$ cat src/rtl/mcit_pkg.sv
`timescale 1ns / 1ps
// ----------------------------------------------------------------------------
// mcit_pkg
// Shared constants, codes and types of the multi-channel interval timer.
// ----------------------------------------------------------------------------
package mcit_pkg;

  localparam int NUM_CHANNELS = 8;
  localparam int CH_IDX_W     = (NUM_CHANNELS > 1) ? $clog2(NUM_CHANNELS) : 1;
  localparam int MAX_OUT      = 8;
  localparam int REP_W        = $clog2(MAX_OUT + 1);

  localparam int ACTION_W = 3;
  localparam int CHAN_W   = 3;
  localparam int PERIOD_W = 32;
  localparam int STATUS_W = 2;
  localparam int TICK_W   = 32;

  localparam int S_TDATA_W = 40;
  localparam int M_TDATA_W = 40;

  localparam logic [ACTION_W-1:0] ACT_TICK    = 3'd0;
  localparam logic [ACTION_W-1:0] ACT_ALLOC   = 3'd1;
  localparam logic [ACTION_W-1:0] ACT_START   = 3'd2;
  localparam logic [ACTION_W-1:0] ACT_STOP    = 3'd3;
  localparam logic [ACTION_W-1:0] ACT_RESET   = 3'd4;
  localparam logic [ACTION_W-1:0] ACT_RELEASE = 3'd5;

  typedef enum logic [STATUS_W-1:0] {
    ST_OK       = 2'd0,
    ST_NO_FREE  = 2'd1,
    ST_BAD_CHAN = 2'd2
  } status_t;

  localparam logic KIND_ACK    = 1'b0;
  localparam logic KIND_EXPIRY = 1'b1;

  typedef struct packed {
    logic              kind;
    logic [CHAN_W-1:0] chan;
    status_t           status;
  } result_t;

endpackage

$ cat src/rtl/multi_channel_interval_timer_top.sv
`timescale 1ns / 1ps
// ----------------------------------------------------------------------------
// multi_channel_interval_timer_top
// Bank of one-shot or periodic countdown channels with a small sequencer.
// ----------------------------------------------------------------------------
// A tick sweeps the bank with one shared decrement and zero test that visits
// one channel per cycle unless an expiry must be sent while the result register
// is held, and each expiry is held one slot back so the final result can carry
// tlast. Allocate searches for the lowest free channel with the same channel
// pointer. The sweep and the final result wait whenever the result register is
// still held by the downstream side. A request is taken only while the
// sequencer is idle; results leave through a register, so the next request can
// be taken while the last result is still waiting.
module multi_channel_interval_timer_top
  import mcit_pkg::*;
(
  input  logic                 clk,
  input  logic                 rst,
  input  logic                 s_tvalid,
  output logic                 s_tready,
  // action[2:0], channel[5:3], period_ms[37:6], periodic[38], zero[39]
  input  logic [S_TDATA_W-1:0] s_tdata,
  output logic                 m_tvalid,
  input  logic                 m_tready,
  // result_channel[2:0], status[4:3], tick_count[36:5], zero[39:37]
  output logic [M_TDATA_W-1:0] m_tdata,
  // kind[0]
  output logic                 m_tuser,
  output logic                 m_tlast
);

  typedef enum logic [4:0] {
    S_IDLE  = 5'b00001,
    S_SWEEP = 5'b00010,
    S_FIND  = 5'b00100,
    S_CMD   = 5'b01000,
    S_EMIT  = 5'b10000
  } state_t;

  state_t                state;

  logic [NUM_CHANNELS-1:0] allocated;
  logic [NUM_CHANNELS-1:0] enabled;
  logic [NUM_CHANNELS-1:0] repeat_mode;
  logic [PERIOD_W-1:0]     reload_value [NUM_CHANNELS];
  logic [PERIOD_W-1:0]     remaining    [NUM_CHANNELS];
  logic [TICK_W-1:0]       ticks_seen;

  logic [ACTION_W-1:0] action_q;
  logic [CHAN_W-1:0]   chan_q;
  logic [PERIOD_W-1:0] period_q;
  logic                periodic_q;
  logic                bad_q;
  logic [CH_IDX_W-1:0] idx;
  logic [REP_W-1:0]    n_rep;
  result_t             pend;
  logic                pend_valid;

  result_t             m_res;
  logic [TICK_W-1:0]   m_ticks;

  logic                in_accept;
  logic [ACTION_W-1:0] in_action;
  logic [CHAN_W-1:0]   in_chan;
  logic [PERIOD_W-1:0] in_period;
  logic                in_periodic;
  logic                out_free;
  logic [PERIOD_W-1:0] rem_dec;
  logic                active;
  logic                expire;
  logic                report;
  logic                sweep_stall;
  logic                m_load;
  logic                last_idx;
  logic [CHAN_W-1:0]   idx_chan;

  assign in_action   = s_tdata[2:0];
  assign in_chan     = s_tdata[5:3];
  assign in_period   = s_tdata[37:6];
  assign in_periodic = s_tdata[38];

  assign s_tready  = (state == S_IDLE);
  assign in_accept = s_tvalid && s_tready;
  assign out_free  = !m_tvalid || m_tready;

  // shared decrement and zero test on the channel under the pointer
  assign rem_dec     = remaining[idx] - PERIOD_W'(1);
  assign active      = allocated[idx] && enabled[idx];
  assign expire      = active && (rem_dec == '0);
  assign report      = expire && (n_rep < REP_W'(MAX_OUT));
  assign sweep_stall = report && pend_valid && !out_free;
  assign m_load      = ((state == S_SWEEP) && report && pend_valid && out_free) ||
                       ((state == S_EMIT) && out_free);
  assign last_idx    = (idx == CH_IDX_W'(NUM_CHANNELS - 1));
  assign idx_chan    = CHAN_W'(idx);

  always_ff @(posedge clk) begin
    if (rst) begin
      state      <= S_IDLE;
      m_tvalid   <= 1'b0;
      allocated  <= '0;
      enabled    <= '0;
      ticks_seen <= '0;
      pend_valid <= 1'b0;
    end else begin
      m_tvalid <= m_load || (m_tvalid && !m_tready);
      unique case (state)
        S_IDLE: begin
          if (in_accept) begin
            action_q   <= in_action;
            chan_q     <= in_chan;
            period_q   <= in_period;
            periodic_q <= in_periodic;
            bad_q      <= (32'(in_chan) >= 32'(NUM_CHANNELS));
            priority case (in_action)
              ACT_TICK: begin
                ticks_seen <= ticks_seen + TICK_W'(1);
                idx        <= '0;
                n_rep      <= '0;
                pend_valid <= 1'b0;
                state      <= S_SWEEP;
              end
              ACT_ALLOC: begin
                idx   <= '0;
                state <= S_FIND;
              end
              ACT_START, ACT_STOP, ACT_RESET, ACT_RELEASE: begin
                idx   <= CH_IDX_W'(in_chan);
                state <= S_CMD;
              end
              default: begin
                pend  <= '{kind: KIND_ACK, chan: in_chan, status: ST_BAD_CHAN};
                state <= S_EMIT;
              end
            endcase
          end
        end
        S_CMD: begin
          if (bad_q || !allocated[idx]) begin
            pend <= '{kind: KIND_ACK, chan: chan_q, status: ST_BAD_CHAN};
          end else begin
            priority case (action_q)
              ACT_START: begin
                remaining[idx] <= reload_value[idx];
                enabled[idx]   <= 1'b1;
              end
              ACT_STOP: begin
                enabled[idx] <= 1'b0;
              end
              ACT_RESET: begin
                enabled[idx]   <= 1'b0;
                remaining[idx] <= reload_value[idx];
              end
              default: begin
                allocated[idx]    <= 1'b0;
                enabled[idx]      <= 1'b0;
                repeat_mode[idx]  <= 1'b0;
                reload_value[idx] <= '0;
                remaining[idx]    <= '0;
              end
            endcase
            pend <= '{kind: KIND_ACK, chan: chan_q, status: ST_OK};
          end
          state <= S_EMIT;
        end
        S_FIND: begin
          if (!allocated[idx]) begin
            allocated[idx]    <= 1'b1;
            enabled[idx]      <= 1'b0;
            repeat_mode[idx]  <= periodic_q;
            reload_value[idx] <= period_q;
            remaining[idx]    <= period_q;
            pend  <= '{kind: KIND_ACK, chan: idx_chan, status: ST_OK};
            state <= S_EMIT;
          end else if (last_idx) begin
            pend  <= '{kind: KIND_ACK, chan: '0, status: ST_NO_FREE};
            state <= S_EMIT;
          end else begin
            idx <= idx + CH_IDX_W'(1);
          end
        end
        S_SWEEP: begin
          if (!sweep_stall) begin
            if (active) begin
              if (expire) begin
                remaining[idx] <= reload_value[idx];
                if (!repeat_mode[idx]) begin
                  enabled[idx] <= 1'b0;
                end
              end else begin
                remaining[idx] <= rem_dec;
              end
            end
            if (report) begin
              // held expiry is not the final one, send it on
              if (pend_valid) begin
                m_res    <= pend;
                m_ticks  <= ticks_seen;
                m_tlast  <= 1'b0;
              end
              pend       <= '{kind: KIND_EXPIRY, chan: idx_chan, status: ST_OK};
              pend_valid <= 1'b1;
              n_rep      <= n_rep + REP_W'(1);
            end
            if (last_idx) begin
              if (!pend_valid && !report) begin
                pend <= '{kind: KIND_ACK, chan: '0, status: ST_OK};
              end
              state <= S_EMIT;
            end else begin
              idx <= idx + CH_IDX_W'(1);
            end
          end
        end
        S_EMIT: begin
          if (out_free) begin
            m_res      <= pend;
            m_ticks    <= ticks_seen;
            m_tlast    <= 1'b1;
            pend_valid <= 1'b0;
            state      <= S_IDLE;
          end
        end
        default: begin
          state <= S_IDLE;
        end
      endcase
    end
  end

  assign m_tdata = {3'b000, m_ticks, m_res.status, m_res.chan};
  assign m_tuser = m_res.kind;

  // a running channel is always an allocated one
  assert property (@(posedge clk) disable iff (rst)
    (enabled & ~allocated) == '0)
    else $error("enabled channel not allocated");

  // the tick counter moves only on an accepted tick
  assert property (@(posedge clk) disable iff (rst)
    !(in_accept && (in_action == ACT_TICK)) |=> $stable(ticks_seen))
    else $error("tick counter moved without a tick");

  // no expiry is left behind once the sequencer is idle
  assert property (@(posedge clk) disable iff (rst)
    (state == S_IDLE) |-> !pend_valid)
    else $error("pending expiry while idle");

  // never more expiries reported than the limit
  assert property (@(posedge clk) disable iff (rst)
    (state == S_SWEEP) |-> (n_rep <= REP_W'(MAX_OUT)))
    else $error("expiry report count overflow");

endmodule

$ cat config.mk
export PLATFORM = sky130hd
export DESIGN_NAME = multi_channel_interval_timer_top
export DESIGN_NICKNAME = d
export VERILOG_FILES = /design/src/rtl/mcit_pkg.sv /design/src/rtl/multi_channel_interval_timer_top.sv
export SDC_FILE = /design/constraint.sdc
export NUM_CORES = 1
export LEC_CHECK = 0
export BUFFER_PORTS_ARGS = -buffer_cell sky130_fd_sc_hd__buf_4
export CELL_PAD_IN_SITES_DETAIL_PLACEMENT = 0
export CELL_PAD_IN_SITES_GLOBAL_PLACEMENT = 2
export CORE_MARGIN = 3
export CORE_UTILIZATION = 51
export CTS_CLUSTER_DIAMETER = 60
export DETAILED_ROUTE_END_ITERATION = 7
export GPL_TIMING_DRIVEN = 0
export PLACE_DENSITY_LB_ADDON = 0.1
export SLEW_MARGIN = 20
export SYNTH_ARGS = -nofsm -noshare
export SYNTH_HDL_FRONTEND = slang
export SYNTH_SLANG_ARGS = --single-unit
$ cat constraint.sdc
create_clock -name clk -period 20.1 [get_ports clk]
set_input_delay 2.01 -clock clk [delete_from_list [all_inputs] [get_ports clk]]
set_output_delay 2.01 -clock clk [all_outputs]
set_load 0.01 [all_outputs]
==> qor.csv, run 1 <==
stage,metric,value,unit
layout,nFillCells,3979,
synthesis,synth_cell_types,78,
sta,rsz0062_at_grt,false,
synthesis,synth-seq-area-share,70.8,%
layout,syn_to_final_growth,15.9,%
clock_tree,holdBufCountCts,0,
setup_path,slowest_delay,0.69,ns
drt,route.vias.total,15200,
floorplanning,core,0.0530,mm2
clock_tree,htree_num_levels,3,
sta,final.setup.tns,0,ns
floorplanning,die_height,238,um
layout,utilization,60.3,%
global_route,first_global_vias,15600,
clock_tree,max-clock-path-buffers,3,
layout,antenna_cells,0,
floorplanning,initial_core_utilization,52.0,%
setup_path,worstPathRequired,20.44,ns
synthesis,top_cells_by_area_synth,"sky130_fd_sc_hd__edfxtp_1, sky130_fd_sc_hd__mux4_2, sky130_fd_sc_hd__dfxtp_1",
layout,nNetsFinal,1860,
global_route,grt.total_usage,23.3,%
setup_path,timing_worst_setup_path_type,flip-flop to flip-flop,
global_route,wire_length_of_the_first_global_routing_pass,97.9,mm
global_route,maximum_number_of_pins_on_one_net_before_global_route_repair,20,
sta,max_freq,149,MHz
clock_tree,cts.repair_timing.setup_buffer_count,0,
pwr,power.density_cell_area,102,mW/mm2
floorplanning,rows,84,
setup_path,timing.critical_path.arrival,7.06,ns
sta,setup_viol_count_final,0,
synthesis,synth.largest_area_cell,sky130_fd_sc_hd__edfxtp_1,
flow_run,drv.max_cap_violation_count,0,
setup_path,critical-path-top-delay-family,buffers and inverters,
clock_tree,post_cts.resized_instances,0,
drt,drtPass1Iterations,5,
synthesis,yosys_warnings,0,
drt,finalWirelength,65.0,mm
clock_tree,clk-insertion-delay-late,0.60,ns
synthesis,synth_ff_type,sky130_fd_sc_hd__edfxtp_1,
setup_path,worstPathBufferInverterCount,7,
synthesis,synth-edff-count,611,
run_status,run_status,completed,
drt,initialDrtViolationCount,1059,
floorplanning,fp.dieArea,0.0569,mm2
synthesis,synthDominantCellAreaShare,66.6,%
sta,worst_pin_slew,1.07,ns
clock_tree,clk_pin_slew,0.06,ns
synthesis,synth_area_per_cell,16.9,um2
worst_hold_path,min-delay-path-class,flip-flop to flip-flop,
drt,routed_wire_length_per_instance,25.4,um
floorplanning,die_w,238,um
sta,timing.final.max_slew_violations,0,
clock_tree,cts-buffers-inserted,70,
placed_design,port-buffer-count,83,
setup_path,slowest_stage,sky130_fd_sc_hd__nor3_4,
placed_design,dp_hpwl,43.9,mm
clock_tree,cts_tree,done,
global_route,antenna_found_initial,2,
drt,vias_per_cell,5.93,
setup_path,critical_path_peak_fanout,12,
synthesis,syn_area,0.0276,mm2
clock_tree,clockRootBuffer,sky130_fd_sc_hd__clkbuf_16,
floorplanning,io_pins,88,
synthesis,ys_seq_elements,669,
pwr,cellLeakagePower,0.0112,uW
layout,final_layout_size_suffix_gt1_share,22.7,%
setup_path,worstSetupEndpointType,flip-flop,
synthesis,yosysMostFrequentCell,sky130_fd_sc_hd__edfxtp_1,
drt,drc,0,
setup_path,chain_of_cells_forming_the_critical_path,buf_2 -> clkbuf_1 -> clkbuf_1 -> mux4_2 -> mux2i_1 -> inv_2 -> a211oi_1 -> nand2_1 -> or4_1 -> a221oi_1 -> and4_1 -> buf_4 -> a41oi_1 -> nor3_4 -> nor2_4 -> buf_16 -> buf_16,
placed_design,replace_congestion,0.848,
synthesis,cells_after_synth,1628,
sta,worst_clock_skew,0.0295,ns
clock_tree,number_of_clock_sinks,669,
setup_path,worst_setup_path_start_kind,flip-flop,
sta,hold_viol,0,
synthesis,asyncSetResetFlopFracSynth,0,%
drt,post_route_antenna_net_violation_count,0,
synthesis,synth.top_cells.by_count,"sky130_fd_sc_hd__edfxtp_1, sky130_fd_sc_hd__nor2_1, sky130_fd_sc_hd__mux4_2, sky130_fd_sc_hd__mux2i_1, sky130_fd_sc_hd__nand2_1",
global_route,overflow,0,
sta,finalCritPeriodShare,33.4,%
pwr,irDropWorstVdd,0.0594,mV
sta,slew_headroom,28.6,%
sta,timing.final.crit_period,6.72,ns
==> stage by stage <==
| step | instances | cell area [um2] | power (uW) | setup WS [ns] | hold WS [ns] |
|---|---|---|---|---|---|
| after global placement | 2401 | 29100 | 2030 | 10.86 | 0.427 |
| after detailed placement | 2427 | 29700 | 2040 | 13.39 | 0.439 |
| after CTS | 2555 | 31900 | 3300 | 13.32 | 0.451 |
| after floorplan | 1630 | 27600 | 1890 | 13.37 | 0.417 |
| after global routing | 2555 | 32000 | 3380 | 13.00 | 0.468 |
| final | 2555 | 32000 | 3270 | 13.38 | 0.447 |
==> placed cells by master, fill, tap and decap left out, types with 21 or more instances in the layout <==
cell type | Yosys | final
sky130_fd_sc_hd__mux4_2 | 115 | 115
sky130_fd_sc_hd__and2_1 | 43 | 43
sky130_fd_sc_hd__xor2_1 | 31 | 31
sky130_fd_sc_hd__edfxtp_1 | 611 | 611
sky130_fd_sc_hd__nand3_1 | 27 | 27
sky130_fd_sc_hd__a21oi_1 | 54 | 54
sky130_fd_sc_hd__mux2i_1 | 90 | 90
sky130_fd_sc_hd__buf_4 | 9 | 97
sky130_fd_sc_hd__clkbuf_16 | 0 | 74
sky130_fd_sc_hd__inv_1 | 21 | 21
sky130_fd_sc_hd__nor2_1 | 118 | 102
sky130_fd_sc_hd__nand2_1 | 75 | 75
sky130_fd_sc_hd__clkbuf_1 | 43 | 58
sky130_fd_sc_hd__xnor2_1 | 23 | 23
sky130_fd_sc_hd__dfxtp_1 | 58 | 58
==> metal layers <==
layer	GRT usage, %	vias up	share of wire, %
li1	-	6770	-
met1	33.0	7864	44
met2	38.6	432	49
met3	3.48	92	5.0
met4	5.79	0	2.1
met5	0	-	0
==> where the power goes <==
group          internal (uW)  leakage (uW)  switching, uW
clock network            735       0.00110            525
logic                    186       0.00359            287
registers               1520       0.00655           9.43
total                   2440        0.0112            821
==> final cells by class <==
type	instances	area (um2)	share of cell area, %
plain buffers	82	412	1.29
clock buffers	91	1940	6.06
clock inverters	37	312	0.975
inverters	24	90.1	0.282
multi-input cells	855	7720	24.2
flip-flops and latches	669	19500	61.1
well taps	688	861	2.69
repair buffers	109	1110	3.49
==> logic make-up after synthesis <==
family,Yosys count,share of synthesized area (%)
mux,225,13.6
flops,669,70.8
fa+ha+maj,5,0.227
xor+xnor,54,1.72
simple gates,414,8.04
compound gates,154,3.84
other cells,1,0.0136
buf+inv,106,1.80
==> final timing paths <==
kind | slack, ns | from | depth (start not counted) | to
worst max-delay path | 13.38 | flip-flop | 17 | remaining[7][0]
worst min-delay path | 0.45 | pend[5] | 0 | m_tuser
worst max register to register | 13.38 | flip-flop | 17 | remaining[7][0]
worst min register to register | 0.45 | pend[5] | 0 | m_tuser
==> flip-flops by register name, summed over array words and instances (netlist names), named ones only <==
name,cells
reload_value,256
remaining,256
m_ticks,32
period_q,32
ticks_seen,32
repeat_mode,8
pend,6
m_tdata,5
state,5
n_rep,4
action_q,3
chan_q,3
idx,3
m_tlast,1
m_tuser,1
m_tvalid,1
pend_valid,1
periodic_q,1
Power figures use the tool's default switching activity.
==> inputs of run 2 (changes only) <==
- CORE_UTILIZATION: 51 -> 43
- clock period: 20.1 -> 5.6 ns (I/O delays scaled with it)
==> run 2 against run 1 <==
Sequential share of layout area down 1.8 points; setup slack worse by 13 ns; cell area increased by 3.1%; clock power grew to 3.9 times the previous value; via count down 0.96%; non-clock buffer count is 12 higher.
==> qor.csv, run 2 (synthesis gave the netlist of run 1 again) <==
stage,metric,value,unit,change
layout,syn_to_final_growth,19.5,%,
setup_path,critical-path-top-delay-family,simple AND/OR/NAND/NOR gates,,
sta,setup_viol_count_final,0,,unchanged
setup_path,worst_setup_path_start_kind,flip-flop,,
setup_path,chain_of_cells_forming_the_critical_path,buf_6 -> buf_6 -> mux4_2 -> mux2i_4 -> o21ai_1 -> or4b_1 -> buf_4 -> or4_4 -> a2111oi_2 -> and4_1 -> buf_4 -> a21oi_2 -> buf_6 -> buf_6 -> nor3_2 -> a21oi_2,,
sta,worst_pin_slew,1.02,ns,-0.0493 ns
flow_run,drv.max_cap_violation_count,0,,unchanged
floorplanning,fp.dieArea,0.0672,mm2,+18%
sta,timing.final.max_slew_violations,0,,unchanged
global_route,antenna_found_initial,2,,unchanged
setup_path,slowest_delay,0.61,ns,-0.08 ns
layout,nNetsFinal,1876,,+0.86%
layout,layout.area.seq,0.0195,mm2,unchanged
clock_tree,max-clock-path-buffers,3,,unchanged
pwr,cellLeakagePower,0.0115,uW,+2.5%
drt,route.vias.total,15000,,-0.96%
drt,initialDrtViolationCount,1228,,+16%
placed_design,port-buffer-count,83,,unchanged
drt,drc,0,,unchanged
sta,hold_viol,0,,unchanged
layout,nFillCells,5202,,+31%
setup_path,end_of_the_worst_register_to_register_path,remaining[0][7],,
clock_tree,cts-buffers-inserted,74,,+5.7%
global_route,maximum_number_of_pins_on_one_net_before_global_route_repair,19,,-5.0%
run_status,run_status,completed,,
drt,finalWirelength,67.8,mm,+4.2%
global_route,first_global_vias,15500,,-0.45%
clock_tree,cts_tree,done,,
pwr,power.density_cell_area,370,mW/mm2,+260%
layout,finalInstanceArea,0.0329,mm2,+3.1%
sta,finalCritPeriodShare,97.0,%,+64 points
clock_tree,clockRootBuffer,sky130_fd_sc_hd__clkbuf_16,,
clock_tree,number_of_clock_sinks,669,,unchanged
layout,reg_top3,"reload_value x256, remaining x256",,
drt,vias_per_cell,5.49,,-7.4%
setup_path,setup.reg_to_reg.worst_slack,0.17,ns,-13.21 ns
floorplanning,io_pins,88,,unchanged
layout,final_layout_size_suffix_gt1_share,25.8,%,+3.2 points
pwr,irDropWorstVdd,0.247,mV,+320%
floorplanning,die_w,259,um,+8.7%
setup_path,worstSetupEndpointType,flip-flop,,
setup_path,reg2reg_depth,16,,-1
setup_path,timing_worst_setup_path_type,flip-flop to flip-flop,,
clock_tree,clk-insertion-delay-late,0.61,ns,about the same
global_route,grt.total_usage,20.5,%,-2.8 points
floorplanning,initial_core_utilization,43.6,%,-8.4 points
placed_design,placed_area,0.0300,mm2,+1.0%
layout,final_cell_mix,"sky130_fd_sc_hd__edfxtp_1, sky130_fd_sc_hd__mux4_2, sky130_fd_sc_hd__buf_4",,
setup_path,cp_common_cell,sky130_fd_sc_hd__buf_6,,
sta,final.setup.tns,0,ns,unchanged
setup_path,setup.worst_path.end,remaining[0][7],,
worst_hold_path,min-delay-path-class,input pin to flip-flop,,
setup_path,slowest_stage,sky130_fd_sc_hd__or4b_1,,
drt,drtPass1Iterations,5,,unchanged
global_route,overflow,0,,unchanged
layout,layout.cells.most_common,sky130_fd_sc_hd__edfxtp_1,,
layout,antenna_cells,0,,unchanged
layout,utilization,52.1,%,-8.2 points
global_route,wire_length_of_the_first_global_routing_pass,101,mm,+3.3%
sta,max_freq,184,MHz,+24%
setup_path,worst-path-stages,16,,-1
floorplanning,core,0.0632,mm2,+19%
sta,worst_clock_skew,0.0367,ns,+0.00714 ns
placed_design,replace_congestion,0.821,,-3.2%
floorplanning,rows,92,,+9.5%
setup_path,timing.critical_path.arrival,5.72,ns,-1.34 ns
setup_path,worstPathBufferInverterCount,6,,-1
sta,timing.final.crit_period,5.43,ns,-1.29 ns
setup_path,worstPathRequired,5.89,ns,-14.55 ns
drt,routed_wire_length_per_instance,24.8,um,-2.6%
clock_tree,clk_pin_slew,0.06,ns,about the same
sta,slew_headroom,30.9,%,+2.3 points
layout,area_of_the_multi_input_gates,0.00802,mm2,+3.9%
clock_tree,htree_num_levels,3,,unchanged
drt,post_route_antenna_net_violation_count,0,,unchanged
floorplanning,die_height,259,um,+8.7%
setup_path,critical_path_peak_fanout,10,,-2
placed_design,dp_hpwl,46.3,mm,+5.4%
sta,rsz0062_at_grt,false,,
pwr,finalPower,12200,uW,+270%
-- run 2: changes by cell type in the layout (fill, tap and decap cells not counted), sizes merged --
| cell | previous run | this run |
|---|---|---|
| bufinv | 4 | 6 |
| clkinvlp | 3 | 1 |
| clkbuf | 137 | 139 |
| inv | 27 | 30 |
| clkinv | 27 | 29 |
| buf | 145 | 159 |
-- run 2: area by class of cell --
type | count | share of cell area, %
flip-flops and latches | 669 | 59.2
repair buffers | 123 | 4.12
clock inverters | 42 | 1.25
inverters | 24 | 0.274
multi-input cells | 855 | 24.4
well taps | 846 | 3.21
clock buffers | 95 | 6.21
plain buffers | 80 | 1.35
-- run 2: worst reg2reg max path, cell delays in order, from the launching register on --
cell and delay [ns]:
sky130_fd_sc_hd__dfxtp_1 0.32, sky130_fd_sc_hd__buf_6 0.16, sky130_fd_sc_hd__buf_6 0.21, sky130_fd_sc_hd__mux4_2 0.54, sky130_fd_sc_hd__mux2i_4 0.27, sky130_fd_sc_hd__o21ai_1 0.19
sky130_fd_sc_hd__or4b_1 0.61, sky130_fd_sc_hd__buf_4 0.21, sky130_fd_sc_hd__or4_4 0.55, sky130_fd_sc_hd__a2111oi_2 0.44, sky130_fd_sc_hd__and4_1 0.28, sky130_fd_sc_hd__buf_4 0.19
sky130_fd_sc_hd__a21oi_2 0.13, sky130_fd_sc_hd__buf_6 0.20, sky130_fd_sc_hd__buf_6 0.19, sky130_fd_sc_hd__nor3_2 0.47, sky130_fd_sc_hd__a21oi_2 0.16
-- run 2: power breakdown --
part | internal, uW | total (uW) | switching, uW
logic | 736 | 1830 | 1090
clock network | 2880 | 4860 | 1980
registers | 5470 | 5500 | 32.8
total | 9090 | 12200 | 3110
-- run 2: how the worst min path moves through the flow --
stage                         startpoint            to  slack [ns]  cells after the start
after floorplan           ticks_seen[31]   m_ticks[31]        0.42                      0
after global placement           pend[5]       m_tuser        0.43                      0
after detailed placement         pend[4]    m_tdata[2]        0.44                      0
after CTS                    s_tdata[21]  period_q[15]        0.08                      1
after global routing         s_tdata[34]  period_q[28]         0.1                      1
final                        s_tdata[21]  period_q[15]        0.12                      1
-- run 2: metal layers --
| layer | up-vias | GRT usage (%) | share of wire, % |
|---|---|---|---|
| li1 | 6819 | - | - |
| met1 | 7812 | 28.6 | 45 |
| met2 | 290 | 33.8 | 49 |
| met3 | 90 | 3.33 | 4.3 |
| met4 | 2 | 5.12 | 1.7 |
| met5 | - | 0 | 0.027 |
-- run 2: timing repair --
item | CTS | global route
pin swaps | 6 | 2
setup buffers | 7 | 3
endpoints found under the hold margin | 0 | 0
hold buffers | 0 | 0
resized for setup | 40 | 36
setup endpoints to repair | 583 | 270
-- run 2: through the flow --
step | cells | hold WS (ns) | worst slack, ns
6_report | 2734 | 0.119 | 0.167
5_1_grt | 2734 | 0.0961 | 0.000292
4_1_cts | 2732 | 0.0750 | 0.00222
3_5_place_dp | 2589 | 0.436 | -1.27
3_3_place_gp | 2559 | 0.431 | -3.14
2_1_floorplan | 1630 | 0.417 | 0.00519
